**src/sv/synth_voice_allocator_core_macros.svh**
```systemverilog
// Assertion macros used by the voice allocator RTL.
`ifndef SYNTH_VOICE_ALLOCATOR_CORE_MACROS_SVH
`define SYNTH_VOICE_ALLOCATOR_CORE_MACROS_SVH

`ifndef SYNTHESIS
// Same-cycle implication, checked at every rising edge outside reset.
`define SVA_ASSERT_IMP(lbl, ck, rn, ante, cons, msg) \
	lbl: assert property (@(posedge ck) disable iff (!rn) (ante) |-> (cons)) else $error(msg);
// Next-cycle implication, checked at every rising edge outside reset.
`define SVA_ASSERT_NXT(lbl, ck, rn, ante, cons, msg) \
	lbl: assert property (@(posedge ck) disable iff (!rn) (ante) |=> (cons)) else $error(msg);
`else
`define SVA_ASSERT_IMP(lbl, ck, rn, ante, cons, msg)
`define SVA_ASSERT_NXT(lbl, ck, rn, ante, cons, msg)
`endif

`endif

```
**src/sv/svalloc_pkg.sv**
```systemverilog
// Shared types and constants of the voice allocator.
`default_nettype none

package svalloc_pkg;

	localparam int VOICE_COUNT = 18;
	localparam int VSEL_W      = (VOICE_COUNT > 1) ? $clog2(VOICE_COUNT) : 1;

	localparam int FUNC_W  = 2;
	localparam int CHAN_W  = 4;
	localparam int NOTE_W  = 7;
	localparam int VOICE_W = 6;
	localparam int AGE_W   = 32;

	localparam logic [FUNC_W-1:0] FUNC_ALLOC   = 2'd0;
	localparam logic [FUNC_W-1:0] FUNC_RELEASE = 2'd1;
	localparam logic [FUNC_W-1:0] FUNC_ALL_OFF = 2'd2;

	localparam int CMDQ_DEPTH = 2;
	localparam int CMDQ_PW    = (CMDQ_DEPTH > 1) ? $clog2(CMDQ_DEPTH) : 1;
	localparam int CMDQ_CW    = $clog2(CMDQ_DEPTH + 1);

	localparam int RESQ_DEPTH = 4;
	localparam int RESQ_PW    = (RESQ_DEPTH > 1) ? $clog2(RESQ_DEPTH) : 1;
	localparam int RESQ_CW    = $clog2(RESQ_DEPTH + 1);

	typedef enum logic [1:0] {
		OP_ALLOC,
		OP_RELEASE,
		OP_ALL_OFF
	} op_t;

	typedef enum logic [1:0] {
		ACT_GRANT   = 2'd0,
		ACT_STEAL   = 2'd1,
		ACT_RELEASE = 2'd2
	} act_t;

	typedef enum logic [2:0] {
		BK_IDLE,
		BK_ALLOC,
		BK_STEAL,
		BK_GRANT,
		BK_FREE,
		BK_FLUSH
	} bk_state_t;

	typedef struct packed {
		op_t               op;
		logic [CHAN_W-1:0] channel;
		logic [NOTE_W-1:0] note;
	} cmd_t;

	typedef struct packed {
		logic [VOICE_W-1:0] voice;
		act_t               action;
		logic               last;
	} res_t;

	typedef struct packed {
		logic idle;
	} bk_stat_t;

endpackage

`default_nettype wire

```
**src/sv/svalloc_front.sv**
```systemverilog
// Front end: accepts requests, decodes the function and queues commands.
`default_nettype none

module svalloc_front
	import svalloc_pkg::*;
(
	input  logic              clk,
	input  logic              arst_n,
	input  logic              push,
	output logic              full,
	input  logic [FUNC_W-1:0] func,
	input  logic [CHAN_W-1:0] channel,
	input  logic [NOTE_W-1:0] note,
	output logic              cmd_valid,
	output cmd_t              cmd,
	input  logic              cmd_take
);

	cmd_t               mem_q [CMDQ_DEPTH];
	logic [CMDQ_PW-1:0] wr_ptr_q;
	logic [CMDQ_PW-1:0] rd_ptr_q;
	logic [CMDQ_CW-1:0] count_q;
	logic               known;
	logic               wr_en;
	logic               rd_en;
	cmd_t               dec;

	// Unused function codes are taken and dropped here.
	always_comb begin
		known   = 1'b1;
		dec.op  = OP_ALLOC;
		dec.channel = channel;
		dec.note    = note;
		case (func)
			FUNC_ALLOC:   dec.op = OP_ALLOC;
			FUNC_RELEASE: dec.op = OP_RELEASE;
			FUNC_ALL_OFF: dec.op = OP_ALL_OFF;
			default:      known  = 1'b0;
		endcase
	end

	assign full      = (count_q == CMDQ_CW'(CMDQ_DEPTH));
	assign cmd_valid = (count_q != '0);
	assign cmd       = mem_q[rd_ptr_q];
	assign wr_en     = push && !full && known;
	assign rd_en     = cmd_take && cmd_valid;

	always_ff @(posedge clk or negedge arst_n) begin
		if (!arst_n) begin
			wr_ptr_q <= '0;
			rd_ptr_q <= '0;
			count_q  <= '0;
		end else begin
			if (wr_en) begin
				wr_ptr_q <= (wr_ptr_q == CMDQ_PW'(CMDQ_DEPTH - 1)) ? '0 : wr_ptr_q + 1'b1;
			end
			if (rd_en) begin
				rd_ptr_q <= (rd_ptr_q == CMDQ_PW'(CMDQ_DEPTH - 1)) ? '0 : rd_ptr_q + 1'b1;
			end
			if (wr_en && !rd_en) begin
				count_q <= count_q + 1'b1;
			end else if (rd_en && !wr_en) begin
				count_q <= count_q - 1'b1;
			end
		end
	end

	always_ff @(posedge clk) begin
		if (wr_en) begin
			mem_q[wr_ptr_q] <= dec;
		end
	end

endmodule

`default_nettype wire

```
**src/sv/svalloc_back.sv**
```systemverilog
// Back end: voice table and the scan engine, one voice per cycle unless a full result queue stalls it.
`default_nettype none

module svalloc_back
	import svalloc_pkg::*;
(
	input  logic     clk,
	input  logic     arst_n,
	input  logic     cmd_valid,
	input  cmd_t     cmd,
	output logic     cmd_take,
	output logic     res_push,
	output res_t     res_data,
	input  logic     res_full,
	output bk_stat_t stat
);

	bk_state_t         state_q;
	bk_state_t         state_d;
	logic [VOICE_COUNT-1:0] busy_q;
	logic [CHAN_W-1:0] owner_q [VOICE_COUNT];
	logic [NOTE_W-1:0] note_q  [VOICE_COUNT];
	logic [AGE_W-1:0]  age_q   [VOICE_COUNT];
	logic [AGE_W-1:0]  age_ctr_q;
	logic [VSEL_W-1:0] idx_q;
	logic [VSEL_W-1:0] pick_q;
	logic [AGE_W-1:0]  best_q;
	logic              pend_valid_q;
	logic [VSEL_W-1:0] pend_voice_q;
	cmd_t              cur_q;

	logic              busy_i;
	logic              match_i;
	logic              last_idx;
	logic              advance;
	logic [AGE_W-1:0]  age_next;

	assign busy_i   = busy_q[idx_q];
	assign match_i  = busy_i && ((cur_q.op == OP_ALL_OFF) ||
		((owner_q[idx_q] == cur_q.channel) && (note_q[idx_q] == cur_q.note)));
	assign last_idx = (idx_q == VSEL_W'(VOICE_COUNT - 1));
	assign advance  = !(res_push && res_full);
	assign age_next = age_ctr_q + 1'b1;
	assign stat.idle = (state_q == BK_IDLE);

	always_comb begin
		state_d = state_q;
		case (state_q)
			BK_IDLE: begin
				if (cmd_valid) begin
					state_d = (cmd.op == OP_ALLOC) ? BK_ALLOC : BK_FREE;
				end
			end
			BK_ALLOC: begin
				if (!busy_i) begin
					state_d = BK_GRANT;
				end else if (last_idx) begin
					state_d = BK_STEAL;
				end
			end
			BK_STEAL: begin
				if (advance) begin
					state_d = BK_GRANT;
				end
			end
			BK_GRANT: begin
				if (advance) begin
					state_d = BK_IDLE;
				end
			end
			BK_FREE: begin
				if (advance && last_idx) begin
					state_d = BK_FLUSH;
				end
			end
			BK_FLUSH: begin
				if (advance) begin
					state_d = BK_IDLE;
				end
			end
			default: state_d = BK_IDLE;
		endcase
	end

	// A released voice is held back one match so that the final one can carry last.
	always_comb begin
		cmd_take = 1'b0;
		res_push = 1'b0;
		res_data = '{voice: '0, action: ACT_GRANT, last: 1'b0};
		case (state_q)
			BK_IDLE: cmd_take = cmd_valid;
			BK_STEAL: begin
				res_push = 1'b1;
				res_data = '{voice: VOICE_W'(pick_q), action: ACT_STEAL, last: 1'b0};
			end
			BK_GRANT: begin
				res_push = 1'b1;
				res_data = '{voice: VOICE_W'(pick_q), action: ACT_GRANT, last: 1'b1};
			end
			BK_FREE: begin
				res_push = match_i && pend_valid_q;
				res_data = '{voice: VOICE_W'(pend_voice_q), action: ACT_RELEASE, last: 1'b0};
			end
			BK_FLUSH: begin
				res_push = pend_valid_q;
				res_data = '{voice: VOICE_W'(pend_voice_q), action: ACT_RELEASE, last: 1'b1};
			end
			default: ;
		endcase
	end

	always_ff @(posedge clk or negedge arst_n) begin
		if (!arst_n) begin
			state_q      <= BK_IDLE;
			busy_q       <= '0;
			age_ctr_q    <= '0;
			idx_q        <= '0;
			pick_q       <= '0;
			best_q       <= '1;
			pend_valid_q <= 1'b0;
			pend_voice_q <= '0;
		end else begin
			state_q <= state_d;
			case (state_q)
				BK_IDLE: begin
					if (cmd_valid) begin
						idx_q        <= '0;
						pick_q       <= '0;
						best_q       <= '1;
						pend_valid_q <= 1'b0;
					end
				end
				BK_ALLOC: begin
					if (!busy_i) begin
						pick_q <= idx_q;
					end else begin
						if (age_q[idx_q] < best_q) begin
							best_q <= age_q[idx_q];
							pick_q <= idx_q;
						end
						if (!last_idx) begin
							idx_q <= idx_q + 1'b1;
						end
					end
				end
				BK_FREE: begin
					if (advance) begin
						if (match_i) begin
							busy_q[idx_q] <= 1'b0;
							pend_valid_q  <= 1'b1;
							pend_voice_q  <= idx_q;
						end
						if (!last_idx) begin
							idx_q <= idx_q + 1'b1;
						end
					end
				end
				BK_GRANT: begin
					if (advance) begin
						busy_q[pick_q] <= 1'b1;
						age_ctr_q      <= age_next;
					end
				end
				default: ;
			endcase
		end
	end

	// Owner, note and age are only looked at while the busy bit is set.
	always_ff @(posedge clk) begin
		if (state_q == BK_GRANT && advance) begin
			owner_q[pick_q] <= cur_q.channel;
			note_q[pick_q]  <= cur_q.note;
			age_q[pick_q]   <= age_next;
		end
		if (state_q == BK_IDLE && cmd_valid) begin
			cur_q <= cmd;
		end
	end

endmodule

`default_nettype wire

```
**src/sv/svalloc_resq.sv**
```systemverilog
// Result queue between the scan engine and the result port.
`default_nettype none

module svalloc_resq
	import svalloc_pkg::*;
(
	input  logic clk,
	input  logic arst_n,
	input  logic wr_en,
	input  res_t wr_data,
	output logic full,
	output logic empty,
	input  logic pop,
	output res_t head
);

	res_t               mem_q [RESQ_DEPTH];
	logic [RESQ_PW-1:0] wr_ptr_q;
	logic [RESQ_PW-1:0] rd_ptr_q;
	logic [RESQ_CW-1:0] count_q;
	logic               do_wr;
	logic               do_rd;

	assign full  = (count_q == RESQ_CW'(RESQ_DEPTH));
	assign empty = (count_q == '0);
	assign head  = mem_q[rd_ptr_q];
	assign do_wr = wr_en && !full;
	assign do_rd = pop && !empty;

	always_ff @(posedge clk or negedge arst_n) begin
		if (!arst_n) begin
			wr_ptr_q <= '0;
			rd_ptr_q <= '0;
			count_q  <= '0;
		end else begin
			if (do_wr) begin
				wr_ptr_q <= (wr_ptr_q == RESQ_PW'(RESQ_DEPTH - 1)) ? '0 : wr_ptr_q + 1'b1;
			end
			if (do_rd) begin
				rd_ptr_q <= (rd_ptr_q == RESQ_PW'(RESQ_DEPTH - 1)) ? '0 : rd_ptr_q + 1'b1;
			end
			if (do_wr && !do_rd) begin
				count_q <= count_q + 1'b1;
			end else if (do_rd && !do_wr) begin
				count_q <= count_q - 1'b1;
			end
		end
	end

	always_ff @(posedge clk) begin
		if (do_wr) begin
			mem_q[wr_ptr_q] <= wr_data;
		end
	end

endmodule

`default_nettype wire

```
**src/sv/synth_voice_allocator_core.sv**
```systemverilog
// Voice allocator for a table of synthesizer voices. Requests enter through a queue-like port
// (push/full) and the voice events they cause leave through another (empty/pop), oldest first.
// An allocate request grants the lowest-numbered free voice; when every voice is busy it
// steals the busy voice with the smallest age (lowest index on ties), reporting the steal
// before the grant. Every grant stamps the voice with a 32-bit age counter that wraps. A
// release request frees each busy voice owned by the given channel and note, and all-off
// frees every busy voice; each freed voice gives one release event, and the last event of
// a request carries the last flag. A release that matches nothing gives no events, and the
// unused function code is accepted and dropped. The front end decodes requests into a
// two-entry command queue, so requests can be taken while the back end is still working.
// The back end works on one request at a time and walks the voice table one voice per
// clock: a release or all-off request scans every voice and then flushes its held event,
// and an allocate scans up to the first free voice and grants it, or scans every voice and
// reports a steal before the grant. A full result queue stalls the scan until the consumer pops.
// No clearing pass runs after reset; the block takes requests from the first cycle.
`default_nettype none

`include "synth_voice_allocator_core_macros.svh"

module synth_voice_allocator_core
	import svalloc_pkg::*;
(
	input  logic               clk,
	input  logic               arst_n,
	input  logic               push,
	output logic               full,
	input  logic [FUNC_W-1:0]  func,
	input  logic [CHAN_W-1:0]  channel,
	input  logic [NOTE_W-1:0]  note,
	output logic               empty,
	input  logic               pop,
	output logic [VOICE_W-1:0] voice,
	output logic [1:0]         action,
	output logic               last
);

	// Command handoff between front and back end.
	logic     cmd_valid;
	cmd_t     cmd;
	logic     cmd_take;

	// Result handoff from the scan engine into the result queue.
	logic     res_push;
	res_t     res_data;
	logic     res_full;
	res_t     head;
	bk_stat_t bk_stat;

	svalloc_front u_front (
		.clk       (clk),
		.arst_n    (arst_n),
		.push      (push),
		.full      (full),
		.func      (func),
		.channel   (channel),
		.note      (note),
		.cmd_valid (cmd_valid),
		.cmd       (cmd),
		.cmd_take  (cmd_take)
	);

	svalloc_back u_back (
		.clk       (clk),
		.arst_n    (arst_n),
		.cmd_valid (cmd_valid),
		.cmd       (cmd),
		.cmd_take  (cmd_take),
		.res_push  (res_push),
		.res_data  (res_data),
		.res_full  (res_full),
		.stat      (bk_stat)
	);

	svalloc_resq u_resq (
		.clk     (clk),
		.arst_n  (arst_n),
		.wr_en   (res_push),
		.wr_data (res_data),
		.full    (res_full),
		.empty   (empty),
		.pop     (pop),
		.head    (head)
	);

	assign voice  = head.voice;
	assign action = head.action;
	assign last   = head.last;

	// The scan engine must hold its event whenever the result queue has no room.
	`SVA_ASSERT_IMP(a_res_no_overflow, clk, arst_n, res_push && res_full, !bk_stat.idle, "event lost at full result queue")
	// With nothing queued and the engine idle, no event can appear out of thin air.
	`SVA_ASSERT_NXT(a_quiet_stays_empty, clk, arst_n, bk_stat.idle && !cmd_valid && empty && !push, empty, "spurious result event")
	// Every reported voice index lies inside the table.
	`SVA_ASSERT_IMP(a_voice_in_range, clk, arst_n, res_push, (VOICE_W+1)'(res_data.voice) < (VOICE_W+1)'(VOICE_COUNT), "voice index out of range")

endmodule

`default_nettype wire
```
**config.mk**
```make
export PLATFORM = sky130hd
export DESIGN_NAME = synth_voice_allocator_core
export DESIGN_NICKNAME = d
export VERILOG_FILES = /design/src/sv/svalloc_pkg.sv /design/src/sv/svalloc_front.sv /design/src/sv/svalloc_back.sv /design/src/sv/svalloc_resq.sv /design/src/sv/synth_voice_allocator_core.sv
export VERILOG_INCLUDE_DIRS = /design/src /design/src/sv
export SDC_FILE = /design/constraint.sdc
export NUM_CORES = 1
export LEC_CHECK = 0
export BUFFER_PORTS_ARGS = -buffer_cell sky130_fd_sc_hd__buf_2
export CORE_UTILIZATION = 60
export CTS_CLUSTER_DIAMETER = 120
export DETAILED_ROUTE_END_ITERATION = 16
export PLACE_DENSITY = 0.79
export SLEW_MARGIN = 20
export SYNTH_ARGS = -nofsm -noshare
export SYNTH_HDL_FRONTEND = slang
export SYNTH_HIERARCHICAL = 1
export SYNTH_SLANG_ARGS = --single-unit
```
**constraint.sdc**
```tcl
create_clock -name clk -period 5.8 [get_ports clk]
set_clock_uncertainty 0.1 [all_clocks]
set_input_delay 0 -clock clk [delete_from_list [all_inputs] [get_ports clk]]
set_output_delay 0 -clock clk [all_outputs]
set_load 0.03 [all_outputs]
```
## Yosys cells after proc, flatten, opt, wreduce, memory -nomap -nowiden

Memories as Yosys holds them, arrays and structs flattened.
Index checks and enable logic that the tools add are counted.

| operators by class | value |
|---|---|
| add/subtract/negate cells | 10 |
| magnitude comparators | 5 |
| eq/ne operators | 26 |
| multiplexer cells | 53 |
| bitwise operators | 4 |
| reductions and logical operators | 49 |

Operator list:

| operator | count |
|---|---|
| 2-to-1 mux 32 bit | 3 |
| one-hot mux 32 bit (2 select lines) | 1 |
| 2-to-1 mux 18 bit | 3 |
| one-hot mux 18 bit (2 select lines) | 1 |
| adder 32 x 1 -> 32 bit, second input constant | 1 |
| < comparator 32 bit | 1 |
| one-hot mux 8 bit (4 select lines) | 1 |
| 2-to-1 mux 5 bit | 6 |
| 2-to-1 mux 3 bit | 9 |
| AND 18 bit | 1 |
| logical AND 1 bit | 18 |
| inverter 18 bit | 1 |
| bitwise OR 18 bit | 1 |
| 2-to-1 mux 1 bit | 16 |
| AND reduction 4 bit | 4 |
| one-hot mux 3 bit (5 select lines) | 1 |
| one-hot mux 5 bit (3 select lines) | 1 |
| < comparator 5 x 6 -> 1 bit, second input constant | 2 |
| nonzero test 2 bit | 6 |
| demux 1 bit (select 5 bit) | 2 |
| equality test 2 bit, second input constant | 5 |
| >= comparator 5 x 1 -> 1 bit, second input constant | 2 |
| != test 2 x 1 -> 1 bit, second input constant | 5 |
| one-hot mux 5 bit (2 select lines) | 1 |
| other kinds (31) | 55 |

| word-level totals | value |
|---|---|
| register bits after elaboration | 125 |
| RAM bits | 832 |
| output and inout port bits | 11 |
| memories kept | 5 |

Memories:

| name | words | width | rd ports | clocked after memory_dff | wr ports | line | text |
|---|---|---|---|---|---|---|---|
| u_back.age_q | 18 | 32 | 1 | 0 | 1 | svalloc_back.sv:23 | `logic [AGE_W-1:0] age_q [VOICE_COUNT];` |
| u_back.note_q | 18 | 7 | 1 | 0 | 1 | svalloc_back.sv:22 | `logic [NOTE_W-1:0] note_q [VOICE_COUNT];` |
| u_back.owner_q | 18 | 4 | 1 | 0 | 1 | svalloc_back.sv:21 | `logic [CHAN_W-1:0] owner_q [VOICE_COUNT];` |
| u_resq.mem_q | 4 | 8 | 1 | 0 | 1 | svalloc_resq.sv:17 | `res_t mem_q [RESQ_DEPTH];` |
| u_front.mem_q | 2 | 13 | 1 | 0 | 1 | svalloc_front.sv:19 | `cmd_t mem_q [CMDQ_DEPTH];` |

## Longest topological paths before layout

Gate-level depths: netlist of run 1.
An unclocked memory read counts as a cell.

| depth | value |
|---|---|
| depth after elaboration | 12 |
| gate-level depth with buffers | 23 |
| mapped depth without buffers | 16 |

## Hierarchy

Netlist of run 1, hierarchy kept.

Modules (own cells, without submodules):

| module | times used | cells each | area an instance (sq um) | sequential area each (sq um) |
|---|---|---|---|---|
| svalloc_back | 1 | 2059 | 36505.0 | 26200.1 |
| svalloc_resq | 1 | 84 | 1752.9 | 1256.2 |
| svalloc_front | 1 | 62 | 1173.6 | 880.8 |

## Least setup slack after synthesis of run 1

Ideal clock, no wire load.

| timing | value |
|---|---|
| path kind | flip-flop to flip-flop |
| from | register u_back.idx_q[0] |
| to | register u_back.best_q[10] |
| setup time | 82 ps |
| arrival | 5110 ps |
| required time | 5618 ps |
| path slack | 508 ps |
| stages on the path, launching flop included | 23 |
| buffers on the path | 9 |
| period minus slack after synthesis | 5292 ps |
| cells stage by stage | dfrtp_1 buf_6 buf_6 buf_4 buf_6 buf_4 buf_2 buf_2 buf_2 mux4_2 a22oi_1 o21ai_0 ha_1 a21o_1 a21o_1 a21o_1 a21o_1 a21o_1 a21o_1 a211oi_1 o211ai_1 clkbuf_1 mux2_2 |

| on the way | value |
|---|---|
| word-level cells in the longest chain between the ends | 4 |
| elaborated cells between the ends (all ways) | 10 |
| classes of those cells | 1 x order compare; 2 x eq/ne; 5 x mux; 1 x reduce/logical; 1 x memory |

RTL lines:

| what | line | text |
|---|---|---|
| start: declaration | svalloc_back.sv:25 | `logic [VSEL_W-1:0] idx_q;` |
| start signal: assignment | svalloc_back.sv:142 | `idx_q <= idx_q + 1'b1;` |
| start signal: assignment | svalloc_back.sv:154 | `idx_q <= idx_q + 1'b1;` |
| memory read (18 x 32 bit) or binary-select mux 1 bit (select 5 bit) (tied branches) | n/a |  |
| < comparator 32 bit, or another cell as far along | svalloc_back.sv:137 | `if (age_q[idx_q] < best_q) begin` |
| != test 2 x 1 -> 1 bit (no line) or 2-to-1 mux 32 bit (tied branches) | n/a |  |
| AND reduction 4 bit (no line) or one-hot mux 32 bit (2 select lines) (tied branches) | n/a |  |
| end signal: assignment | svalloc_back.sv:138 | `best_q <= age_q[idx_q];` |
| end: declaration | svalloc_back.sv:27 | `logic [AGE_W-1:0] best_q;` |

Several ways; a longest one is shown, not always the timed one. The select of a mux whose other input is x is not followed.
A chain may end at the register's enable or synchronous reset.

## Worst setup path after layout of run 1

| timing | value |
|---|---|
| from | register u_back.idx_q[0] |
| to | register u_back.best_q[19] |

The elaborated chain is that of the path after synthesis.

==> metrics.md, run 1 <==
| Metric | Value |
|---|---|
| Status | complete, no violations |
| Period minus WS final | 5.315 ns |
| Post-CTS Setup Repair Bufs | 0 |
| Fin nets | ~2400 |
| R2R Path End | u_back/best_q[19] |
| Post-synthesis cell type count | 83 |
| CP max FO | 50 |
| Die width | between 200 and 300 um |
| Grt ovf | 0 |
| YS warnings | 6 |
| Vias post-DR | around 21000 |
| Placed cells | 3042 |
| Cts bufs inserted | a little over 90 |
| Final design utilization | between 60 and 70% |
| PwrDens | ~440 mW/mm2 |
| Vias per Instance | between 6 and 7 |
| Gr usage total | between 20% and 30% |
| Hold_sp | channel[2] |
| Internal power | around 14 mW |
| Finished Layout Cells | 3237 |
| Main synth FF type | edfxtp_1 |
| CP arrival | ~5.8 ns |
| TritonCTS clock tree | built |
| DR DRC count | 0 |
| P&R area growth vs syn | 12.54% |
| Post-synthesis sequential area ratio | between 70% and 80% |
| CP Capture Type | flip-flop |
| Routability Congestion | between 0.8 and 0.9 |
| Slew @ Worst Pin | 1.124 ns |
| Final Hold Violating Endpoints | 0 |
| Req. time, crit path | about 6.3 ns |
| Worst r2r path cells | 16 |
| FFs w/ async S/R, synth | between 10% and 20% |
| Layout cells sized above 1 | 24.01% |
| Mapped Cells | ~2200 |
| Hold Path Class | input port to flip-flop |
| Clk network pwr share | around 30% |
| Family with the most delay on the worst path | buffers and inverters |
| Final setup fails | 0 |
| Antenna Cells | 0 |
| Cell accounting for the most synthesized area | edfxtp_1 |
| WL final | ~88000 um |
| Hold Path End | u_front/mem_q[1][9] |
| Final ANT Viol Nets | 0 |
| Vias in the first global route | between 20000 and 25000 |
| Critical path depth | 16 |
| Initial DRC Count | about 2400 |
| Clock transition at the registers of the reported paths | about 0.060 ns |
| DIE AREA | between 0.06 and 0.07 mm2 |
| Post-cts resize count | 0 |
| Pleak | around 15 nW |
| Crit start category | flip-flop |
| Sequential share of power | 44.7% |
| Syn nets | about 2300 |
| Clk Latency, worst-skew pair | around 0.65 ns |
| Crit share post-route | around 92% |
| Post-DP HPWL | 48530 um |
| Initial antenna violation count | 0 |
| Clock Tree Buf Depth | 3 |
| Switching share of power | around 29% |
| Initial Utilization | 60.95% |
| Max-slew headroom | 24.80% |
| Number of synthesized flops with an enable pin | roughly 850 |
| Largest net degree at the start of global routing | 69 |
| DP Area | 0.04099 mm2 |
| Combinational power share | 25.4% |
| Synth top area cells | edfxtp_1 (65%), mux4_2 (9.2%), dfrtp_1 (5.1%), mux2i_1 (2.6%), mux2_2 (2.4%) |
| WS Path Type | flip-flop to flip-flop |
| Row cnt | 93 |
| Worst IR Drop VDD | between 0.2 and 0.3 mV |
| RSZ-0062 raised after global routing | no |
| Yosys top cell area share | 64.65% |
| Reg2reg start | u_back/idx_q[0] |
| Setup_tns | 0 ns |
| Flop-to-flop setup slack | between 0.4 and 0.5 ns |
| Cell with the most instances after synthesis | edfxtp_1 |
| Synthesis-stage register bit count | about 960 |
| Cell Chain, Critical Path | buf_12 -> buf_12 -> mux4_2 -> mux2i_1 -> nor2_1 -> a21oi_1 -> o21ai_0 -> ha_1 -> nand4_1 -> nor4_1 -> nand3_1 -> a211oi_1 -> a211oi_1 -> o211ai_1 -> buf_4 -> mux2_2 |
| DRT Pass-1 Iters | 7 |
| CTS sink count | slightly below 1000 |
| Worst Hold Path Cells | 2 |
| Maxcap violations | 0 |
| H-Tree Depth | 3 |
| Largest stage delay on the critical path | 0.65 ns |
| Switching Power | between 5 and 6 mW |
| Routed len/inst | between 20 and 30 um |
| Maximum clock rate | 0.1881 GHz |
| # port buffers | 27 |
| CTS Root Buffer Type | clkbuf_16 |
| First-pass GRT wire length | 133100 um |
| IO Pins | 28 |
| Avg Cell Area, Syn | 17.88 um2 |
| Final slew viol count | 0 |
| Worst hold slack | 0.009280 ns |
| Max stage delay cell, worst path | dfrtp_4 |
| Crit path buffers/inverters | 3 |
| Final instance area | around 0.044 mm2 |
| Synth cell count leaders | edfxtp_1 (849), mux4_2 (161), nor2_1 (103) |
| Synthesized cell area | ~0.039 mm2 |
| Post-CTS Hold Fix Bufs | 26 |
| Total core area | about 0.065 mm2 |
| Die height | ~260 um |
-- metrics by stage --
stage	total power, mW	worst slack (ns)
6_report	19.58	0.4847
5_1_grt	20.33	0.1630
4_1_cts	19.64	0.5033
3_5_place_dp	13.76	0.6678
3_3_place_gp	13.58	0.6669
2_1_floorplan	12.43	0.5079
-- state kept, by name, summed over array words and instances (netlist names), 13 cells and up --
register / cells
u_back/age_ctr_q: 32
u_back/age_q: 576
u_back/best_q: 32
u_back/busy_q: 18
u_back/cur_q: 13
u_back/note_q: 126
u_back/owner_q: 72
u_front/mem_q: 26
u_resq/mem_q: 36
-- worst max path at each step --
stage / slack [ns] / end / startpoint
2_1_floorplan: 0.51 / u_back/best_q[10] / u_back/idx_q[0]
3_3_place_gp: 0.67 / u_resq/count_q[2] / u_back/idx_q[0]
3_5_place_dp: 0.67 / u_back/best_q[11] / u_back/idx_q[0]
4_1_cts: 0.50 / u_back/best_q[26] / u_back/idx_q[0]
5_1_grt: 0.16 / u_back/best_q[21] / u_back/idx_q[0]
6_report: 0.48 / u_back/best_q[19] / u_back/idx_q[0]
-- power by group through the flow --
stage | Sequential, mW | Clock, mW | Combinational [mW]
6_report | 8.75 | 5.85 | 4.98
3_5_place_dp | 8.88 | 0 | 4.88
5_1_grt | 8.81 | 6.18 | 5.34
2_1_floorplan | 8.58 | 0 | 3.85
3_3_place_gp | 8.84 | 0 | 4.74
4_1_cts | 8.74 | 5.93 | 4.97
-- metal layers --
metal	track usage (%)	wire length (um)
met3	4.489	7819
met4	9.057	2955
met2	44.47	43940
met1	37.62	33630
met5	0	0
-- cells by family after synthesis --
logic type	synth area share (%)
AO/OA/AOI/OAI	4.084
XOR/XNOR	1.666
adder cells (fa/ha/maj)	1.415
buffers and inverters	1.875
flip-flops	71.86
multiplexers	14.50
other	0.009510
AND/OR/NAND/NOR	4.588
-- final cells by class --
class                           count  area (um2)
Clock buffer                      119        2487
Timing Repair Buffer              118        1129
Inverter                           53       198.9
Multi-Input combinational cell   1081       10680
Sequential cell                   961       28350
Fill cell                        3959       20320
Tap cell                          855        1070
Clock inverter                     50       455.4
-- cells in the final DEF (no fill, tap or decap), types with 19 or more instances in the layout --
cell type	Yosys	routed
mux2_2	85	85
edfxtp_1	849	849
o21ai_0	63	63
buf_4	8	48
dfrtp_1	80	75
nand2b_1	39	39
nand3_1	43	43
clkinv_1	0	19
a21oi_1	45	45
mux4_2	161	161
clkbuf_16	0	95
mux2i_1	102	102
buf_2	27	26
dlygate4sd3_1	0	25
a22oi_1	43	43
dfstp_2	32	32
inv_1	52	52
nor2_4	1	19
nor2_1	103	83
nand2_1	88	88
xnor2_1	43	32
ha_1	43	43
xor2_1	32	19
clkbuf_1	58	22
No activity file was read; power rests on OpenSTA's default activity.
==> inputs of run 2 (changes only) <==
- HOLD_SLACK_MARGIN: default -> 0.12
==> metrics.md, run 2 (synthesis gave the netlist of run 1 again) <==
| Metric | Value |
|---|---|
| Status | complete, no violations |
| Final Hold Violating Endpoints | 0 |
| First-pass GRT wire length | between 100000 and 150000 um |
| Biggest register | u_back/age_q |
| Most common cell after layout, fill and taps aside | edfxtp_1 |
| Routability Congestion | around 0.82 |
| PwrDens | roughly 440 mW/mm2 |
| Req. time, crit path | about 6.3 ns |
| Cts bufs inserted | 92 |
| Initial antenna violation count | 0 |
| DRT Pass-1 Iters | 6 |
| Routed len/inst | between 20 and 30 um |
| Post-CTS Hold Fix Bufs | 32 |
| CP max FO | 50 |
| Post-CTS Setup Repair Bufs | 0 |
| CP Capture Type | flip-flop |
| Vias post-DR | 21040 |
| DR DRC count | 0 |
| Final slew viol count | 0 |
| Vias per Instance | 6.487 |
| Die width | between 200 and 300 um |
| H-Tree Depth | 3 |
| Hold Path Class | input port to flip-flop |
| Max-slew headroom | 25.44% |
| Initial Utilization | approximately three fifths |
| WS Path Type | flip-flop to flip-flop |
| Row cnt | between 90 and 100 |
| RSZ-0062 raised after global routing | no |
| Area occupied by multi-input gates | ~0.011 mm2 |
| FF+latch area | between 0.02 and 0.03 mm2 |
| CP arrival | 5.79 ns |
| Setup_tns | 0 ns |
| Largest net degree at the start of global routing | 69 |
| Clock transition at the registers of the reported paths | 0.06 ns |
| WL final | between 80000 and 90000 um |
| Biggest registers after layout | u_back/age_q (576), u_back/note_q (126), u_back/owner_q (72) |
| Most frequent cells in the layout | edfxtp_1 (849), mux4_2 (161), mux2i_1 (102) |
| Pleak | 15.16 nW |
| P&R area growth vs syn | 12.69% |
| FILL cells | around 4000 |
| Gr usage total | 27.16% |
| Fin nets | 2374 |
| Period minus WS final | 5.325 ns |
| Slew @ Worst Pin | ~1.1 ns |
| Antenna Cells | 0 |
| Vias in the first global route | about 22000 |
| Initial DRC Count | approximately 2400 |
| Total core area | between 0.06 and 0.07 mm2 |
| DIE AREA | around 0.067 mm2 |
| Clock Tree Buf Depth | 3 |
| Number of flip-flops in the largest register | around 580 |
| Maxcap violations | 0 |
| Crit share post-route | roughly 90% |
| CTS Root Buffer Type | clkbuf_16 |
| Final ANT Viol Nets | 0 |
| Clk Latency, worst-skew pair | approximately 0.65 ns |
| TritonCTS clock tree | built |
| Grt ovf | 0 |
| CTS sink count | just under 1000 |
| Maximum clock rate | between 0.15 and 0.2 GHz |
| Post-DP HPWL | a little under 50000 um |
| Worst IR Drop VDD | 0.2971 mV |
| IO Pins | 28 |
| Final setup fails | 0 |
| Post-cts resize count | 0 |
| Worst hold slack | approximately 0.17 ns |
| Layout cells sized above 1 | 23.95% |
| Die height | 258.4 um |
| Flop-to-flop setup slack | 0.48 ns |
| Crit start category | flip-flop |
| # port buffers | 27 |
[run 2: changes by cell type in the layout (fill, tap and decap cells not counted), sizes merged]
cell,before,now
dlygate4sd3,25,31
[run 2: metal layers]
layer | global-route usage [%] | wire length, um
met1 | 37.63 | 33820
met2 | 44.53 | 43860
met3 | 4.489 | 7906
met4 | 9.057 | 2914
met5 | 0 | 0
[run 2: final timing paths]
kind,from,endpoint,depth (start not counted)
max,u_back/idx_q[0],u_back/best_q[13],16
min,push,u_front/wr_ptr_q,4
max reg2reg,u_back/idx_q[0],u_back/best_q[13],16
min reg2reg,u_back/age_ctr_q[15],u_back/age_ctr_q[15],1
max in group asynchronous,arst_n,u_back/age_ctr_q[6],4
min in group asynchronous,arst_n,u_back/idx_q[0],4
[run 2: worst max-delay path, cell delays in order, from the launching register on]
cell      delay (ns)
dfrtp_4         0.65
buf_12          0.38
buf_12          0.37
mux4_2          0.56
mux2i_1         0.14
nor2_1          0.05
a21oi_1         0.16
o21ai_0         0.21
ha_1            0.38
nand4_1         0.12
nor4_1          0.55
nand3_1         0.17
o21ai_0         0.22
a211oi_1        0.09
o211ai_1        0.12
buf_4           0.44
mux2_2          0.40
[run 2: power by group]
group	total, mW	internal (mW)	switching (mW)	leakage (nW)
Sequential	8.75	8.23	0.520	9.16
Combinational	4.99	2.27	2.72	4.55
Clock	5.84	3.38	2.46	1.45
[run 2: cell type report]
| cell class | instances | share of cell area (%) |
|---|---|---|
| Timing Repair Buffer | 124 | 2.675 |
| Tap cell | 855 | 2.408 |
| Sequential cell | 961 | 63.80 |
| Inverter | 53 | 0.4477 |
| Clock inverter | 50 | 1.025 |
| Multi-Input combinational cell | 1081 | 24.04 |
| Clock buffer | 119 | 5.598 |
[run 2: metrics by stage]
stage | power [mW] | std cells | util, % | worst slack [ns] | instance area (um2)
final | 19.58 | 3243 | 68.68 | 0.4751 | 44440
after global routing | 20.33 | 3243 | 68.68 | 0.1630 | 44440
after CTS | 19.64 | 3243 | 68.43 | 0.5033 | 44280
after detailed placement | 13.76 | 3042 | 63.36 | 0.6678 | 40990
after global placement | 13.58 | 3042 | 63.33 | 0.6669 | 40970
after floorplan | 12.43 | 2205 | - | 0.5079 | 39430
